**src/rtl/core/slotted_page_slot_manager_core_defines.svh**
```systemverilog
// Assertion helpers shared by the core modules.
`ifndef SLOTTED_PAGE_SLOT_MANAGER_CORE_DEFINES_SVH
`define SLOTTED_PAGE_SLOT_MANAGER_CORE_DEFINES_SVH

// Same-cycle implication, disabled while reset is held.
`define SPSM_ASSERT_IMP(lbl, clk, rstn, ante, cons) \
    lbl: assert property (@(posedge clk) disable iff (!(rstn)) (ante) |-> (cons)) \
        else $error("spsm assertion failed");

// Next-cycle implication, disabled while reset is held.
`define SPSM_ASSERT_NXT(lbl, clk, rstn, ante, cons) \
    lbl: assert property (@(posedge clk) disable iff (!(rstn)) (ante) |=> (cons)) \
        else $error("spsm assertion failed");

`endif

```
**src/rtl/core/spsm_pkg.sv**
```systemverilog
`default_nettype none
package spsm_pkg;

    localparam int PAGE_BYTES    = 4096;
    localparam int MAX_SLOTS_DEF = 512;
    localparam int HEADER_BYTES  = 10;
    localparam int SLOT_BYTES    = 6;
    localparam int PAD_MASK      = 7;

    localparam int MODE_W    = 2;
    localparam int SLOT_ID_W = 9;
    localparam int TSZ_W     = 13;
    localparam int STATUS_W  = 2;
    localparam int OFS_W     = 13;
    localparam int SIZE_W    = 13;
    localparam int FP_W      = $clog2(PAGE_BYTES + 1);

    typedef enum logic [MODE_W-1:0] {
        MODE_INSERT = 2'd0,
        MODE_GET    = 2'd1,
        MODE_DELETE = 2'd2,
        MODE_UPDATE = 2'd3
    } mode_t;

    typedef enum logic [STATUS_W-1:0] {
        ST_OK           = 2'd0,
        ST_NO_SPACE     = 2'd1,
        ST_INVALID_SLOT = 2'd2,
        ST_SLOT_DELETED = 2'd3
    } status_t;

    typedef enum logic [1:0] {
        S_IDLE,
        S_EXEC,
        S_RELOC
    } state_t;

    typedef struct packed {
        logic capture;
        logic exec;
        logic reloc;
    } ctrl_cmd_t;

    typedef struct packed {
        logic out_free;
        logic reloc_needed;
    } dp_status_t;

endpackage
`default_nettype wire

```
**src/rtl/core/spsm_ctrl.sv**
```systemverilog
`default_nettype none
`include "slotted_page_slot_manager_core_defines.svh"
module spsm_ctrl
    import spsm_pkg::*;
(
    input  wire logic       aclk,
    input  wire logic       aresetn,
    input  wire logic       s_valid,
    output logic            s_ready,
    input  wire dp_status_t dp_status,
    output ctrl_cmd_t       cmd
);

    state_t state_reg;
    state_t state_next;

    always_ff @(posedge aclk) begin
        if (!aresetn) begin
            state_reg <= S_IDLE;
        end else begin
            state_reg <= state_next;
        end
    end

    always_comb begin
        state_next = state_reg;
        unique case (state_reg)
            S_IDLE: begin
                if (s_valid) begin
                    state_next = S_EXEC;
                end
            end
            S_EXEC: begin
                if (dp_status.reloc_needed) begin
                    state_next = S_RELOC;
                end else if (dp_status.out_free) begin
                    state_next = S_IDLE;
                end
            end
            S_RELOC: begin
                if (dp_status.out_free) begin
                    state_next = S_IDLE;
                end
            end
            default: state_next = S_IDLE;
        endcase
    end

    always_comb begin
        s_ready     = 1'b0;
        cmd.capture = 1'b0;
        cmd.exec    = 1'b0;
        cmd.reloc   = 1'b0;
        unique case (state_reg)
            S_IDLE: begin
                // take no item while reset is held
                s_ready     = aresetn;
                cmd.capture = s_valid && aresetn;
            end
            S_EXEC: begin
                // a relocating update only marks the old slot here, no result yet
                cmd.exec = dp_status.reloc_needed || dp_status.out_free;
            end
            S_RELOC: begin
                cmd.reloc = dp_status.out_free;
            end
            default: begin
                s_ready = 1'b0;
            end
        endcase
    end

    `SPSM_ASSERT_NXT(a_capture_to_exec, aclk, aresetn, cmd.capture, state_reg == S_EXEC)
    `SPSM_ASSERT_IMP(a_reloc_after_exec, aclk, aresetn, state_reg == S_RELOC,
                     $past(state_reg) == S_EXEC || $past(state_reg) == S_RELOC)

endmodule
`default_nettype wire

```
**config.mk**
```make
export PLATFORM = sky130hd
export DESIGN_NAME = spsm_ctrl
export DESIGN_NICKNAME = d
export VERILOG_FILES = /design/src/rtl/core/spsm_pkg.sv /design/src/rtl/core/spsm_ctrl.sv
export VERILOG_INCLUDE_DIRS = /design/src /design/src/rtl/core
export SDC_FILE = /design/constraint.sdc
export NUM_CORES = 1
export LEC_CHECK = 0
export ABC_AREA = 0
export BUFFER_PORTS_ARGS = -buffer_cell sky130_fd_sc_hd__buf_4
export CAP_MARGIN = 10
export CORE_AREA = 2 2 39 41
export CTS_BUF_LIST = sky130_fd_sc_hd__clkbuf_2 sky130_fd_sc_hd__clkbuf_4 sky130_fd_sc_hd__clkbuf_8
export CTS_CLUSTER_DIAMETER = 80
export DETAILED_ROUTE_END_ITERATION = 16
export DIE_AREA = 0 0 41 43
export SYNTH_ARGS = -nofsm -noshare
export SYNTH_HDL_FRONTEND = slang
export SYNTH_SLANG_ARGS = --single-unit
```
**constraint.sdc**
```tcl
create_clock -name aclk -period 2.7 [get_ports aclk]
set_input_delay 0.54 -clock aclk [delete_from_list [all_inputs] [get_ports aclk]]
set_output_delay 0.54 -clock aclk [all_outputs]
set_load 0.05 [all_outputs]
```
* Yosys cells after proc, flatten, opt, wreduce, memory -nomap -nowiden
Index checks and enable logic that the tools add are counted.
** Operators by class
- Add/sub/neg operators :: 0
- Multiply operators :: 0
- Div/mod/pow operators :: 0
- Order comparisons :: 0
- Equality and inequality tests :: 3
- Shift operators :: 0
- Muxes and demuxes :: 8
- Bitwise operators :: 0
- Reductions and logical operators :: 3
** Operators by type and width (number)
- $mux 2 :: 3
- $pmux 2 s3 :: 1
- $mux 1 :: 4
- $eq 2x1->1 const B :: 1
- $eq 2x2->1 const B :: 1
- $logic_not 2->1 :: 1
- $ne 2x2->1 const B :: 1
- $logic_and 1x1->1 :: 1
- $logic_or 1x1->1 :: 1
** Word-level totals
- Bits in registers :: 2
- Latch bits :: 0
- Bits in writable memories :: 0
- Memory bits (read-only) :: 0
- Output and inout port bits :: 4
- Logic and storage cells :: 15
- Memories :: 0

* Depth between registers and ports, before layout
- Depth after elaboration :: 3
- Depth in mapped cells :: 2
- Mapped depth without buffers :: 2

* Worst setup path after synthesis
Ideal clock, no wire load.
- Path kind :: input to output
- Start :: input port aresetn
- End :: output port cmd[2] (netlist name)
- Arrival time :: 1.801 ns
- Data required time :: 2.160 ns
- Path slack :: 0.359 ns
- Stages on the path :: 2
- Cell sequence :: nand2b_1 > nor3b_1
** RTL lines
- start: declaration :: RTL line spsm_ctrl.sv:7 : input wire logic aresetn,
- end: declaration :: RTL line spsm_ctrl.sv:11 : output ctrl_cmd_t cmd

==> flow_metrics.env <==
export IMPL_layout_drive_gt1_share=0.480
export IMPL_place_area_um2=205
export IMPL_multi_input_area_um2=85.1
export IMPL_largest_reg_flops=2
export IMPL_utilization=0.165
export IMPL_antenna_cells=0
export IMPL_crit_fanout=5
export IMPL_p_leak_nw=0.0994
export IMPL_detail_route_first_pass_iterations=2
export IMPL_fp_dieH_um=43
export IMPL_post_cts_buffers=0
export IMPL_synth_distinct_cells=9
export IMPL_antenna_found_initial=0
export IMPL_finalCritPeriodShare=0.636
export IMPL_path_cells="nand2b_1 > nor3b_1 > buf_4"
export IMPL_fmax_mhz=582
export IMPL_worst_pin_slew_ps=215
export IMPL_cts_sinks=2
export IMPL_setup_viol_count_final=0
export IMPL_clk_latency_ps=230
export IMPL_numCtsBuffers=3
export IMPL_routedWlPerCell_um=7.46
export IMPL_fillCellCount=164
export IMPL_seqCellArea_um2=40.0
export IMPL_port_buffers=8
export IMPL_grt_pass1_vias=150
export IMPL_hold_viol=0
export IMPL_cts_hold_buf=0
export IMPL_htreeDepth=1
export IMPL_gr_max_usage_layer="met4"
export IMPL_drt_iter0_drc=3
export IMPL_dp_hpwl_um=235
export IMPL_timing_final_ws_setup_ps=982
export IMPL_syn2layout_area_growth_pct=82.0
export IMPL_start_kind="register"
export IMPL_nets=32
export IMPL_start_util=0.0904
export IMPL_status="finished clean"
export IMPL_grtUsageMet1=0.0350
export IMPL_stdcell_area_um2=228
export IMPL_hp_class="reg -> reg"
export IMPL_use_met3=0
export IMPL_path_clk_slew_ps=30
export IMPL_root_buffer="clkbuf_4"
export IMPL_synthCells=14
export IMPL_post_route_drc_count=0
export IMPL_path_class="reg -> out"
export IMPL_required_ps=2160
export IMPL_cp_top_family="simple AND/OR/NAND/NOR gates"
export IMPL_routed_wl_um=306
export IMPL_ys_seq_elements=2
export IMPL_core_mm2=0.00138
export IMPL_worstSetupEndpointType="primary output"
export IMPL_critPathBufInv=1
export IMPL_place_gp_congestion=0.569
export IMPL_yosysSeqAreaShare=0.320
export IMPL_synth_area_um2=125
export IMPL_grt_max_degree=9
export IMPL_cts_resized=0
export IMPL_skew_ps=2.94
export IMPL_cts_tree="yes"
export IMPL_max_slew_margin_rel=0.856
export IMPL_vias=144
export IMPL_whs_ps=559
export IMPL_gr_total_overflow=0
export IMPL_setup_tns_ps=0
export IMPL_avgSynthCellArea_um2=8.94
export IMPL_p_per_area_mw_per_mm2=584
export IMPL_synth_nets=19
export IMPL_maxSlewViolCount=0
export IMPL_use_met2=0.0625
export IMPL_slowest_stage="dfxtp_1"
export IMPL_yosysWarnings=0
export IMPL_period_minus_slack_ps=1720
export IMPL_drv_cap=0
export IMPL_rsz0062_at_grt="no"
export IMPL_critPathArrivalTime_ps=1180
export IMPL_grt_use_total=0.0430
export IMPL_vias_per_cell=3.51
export IMPL_pin_count=9
export IMPL_dieArea_mm2=0.00176
export IMPL_max_stage_delay_ps=320
export IMPL_grt_pass1_wl_um=462
export IMPL_peakVddDrop_mv=0.0824
export IMPL_postRouteAntennaNets=0
export IMPL_die_w_um=41
export IMPL_cts_max_path_buffers=2
export IMPL_rows=14
export IMPL_dp_slack_ps=1010
## synth_stat cells (all sizes together)
| cell type | count | area, µm² |
|---|---|---|
| dfxtp | 2 | 40.0 |
| nand2b | 2 | 12.5 |
| nor2 | 2 | 7.51 |
| nor3b | 2 | 15.0 |
| or3b | 2 | 17.5 |
| a21boi | 1 | 7.51 |
| a21oi | 1 | 8.76 |
| and3b | 1 | 8.76 |
| nand3b | 1 | 7.51 |
## power by group
group	internal, mW	total (mW)	switching, mW	leakage, nW
clock network	0.0492	0.0678	0.0187	0.0138
registers	0.0315	0.0339	0.00242	0.0164
logic	0.0127	0.0313	0.0186	0.0692
total	0.0933	0.133	0.0397	0.0994
## cell usage in the layout, fill, tap and decap left out
master,synthesis,layout
a21oi_2,1,1
or3b_1,2,2
nand3b_1,1,1
and3b_1,1,1
nor3b_1,2,2
a21boi_1,1,1
clkbuf_4,0,3
nand2b_1,2,2
dfxtp_1,2,2
buf_4,0,8
nor2_1,2,2
## worst paths after layout
check               start      endpoint  slack, ps  cells after the start
max reg2reg  state_reg[0]  state_reg[0]       1710                      2
min reg2reg  state_reg[0]  state_reg[1]        560                      2
max          state_reg[1]        cmd[2]        980                      3
min          state_reg[0]  state_reg[1]        560                      2
## through the flow
stage / power (mW) / instances
global placement: 0.0659 / 38
finish: 0.133 / 41
floorplan: 0.0537 / 14
global route: 0.138 / 41
CTS: 0.137 / 41
detailed placement: 0.0661 / 38
## worst min-delay path, stage by stage (launching register included)
cell      delay [ps]
dfxtp_1          350
nand3b_1         100
a21boi_1          50
## routing by layer
layer	share of wire	wire length, µm	vias to the layer above
li1	-	-	73
met1	0.32	97	63
met2	0.54	164	6
met3	0.088	27	2
met4	0.056	17	0
met5	0	0	-
## area by class of cell
cell class              count  share of cell area
clock buffers               3              0.0989
multi-input cells          12               0.374
flip-flops and latches      2               0.176
well taps                  16              0.0879
repair buffers              8               0.264
## cell families (layout without fill, tap and decap cells)
kind of cell / Yosys count / after routing / synth area share
buffers and inverters: 0 / 11 / 0
AND/OR/NAND/NOR: 10 / 10 / 0.550
AO/OA/AOI/OAI: 2 / 2 / 0.130
flip-flops: 2 / 2 / 0.320
Note: power is estimated with default switching activity, not from simulation.
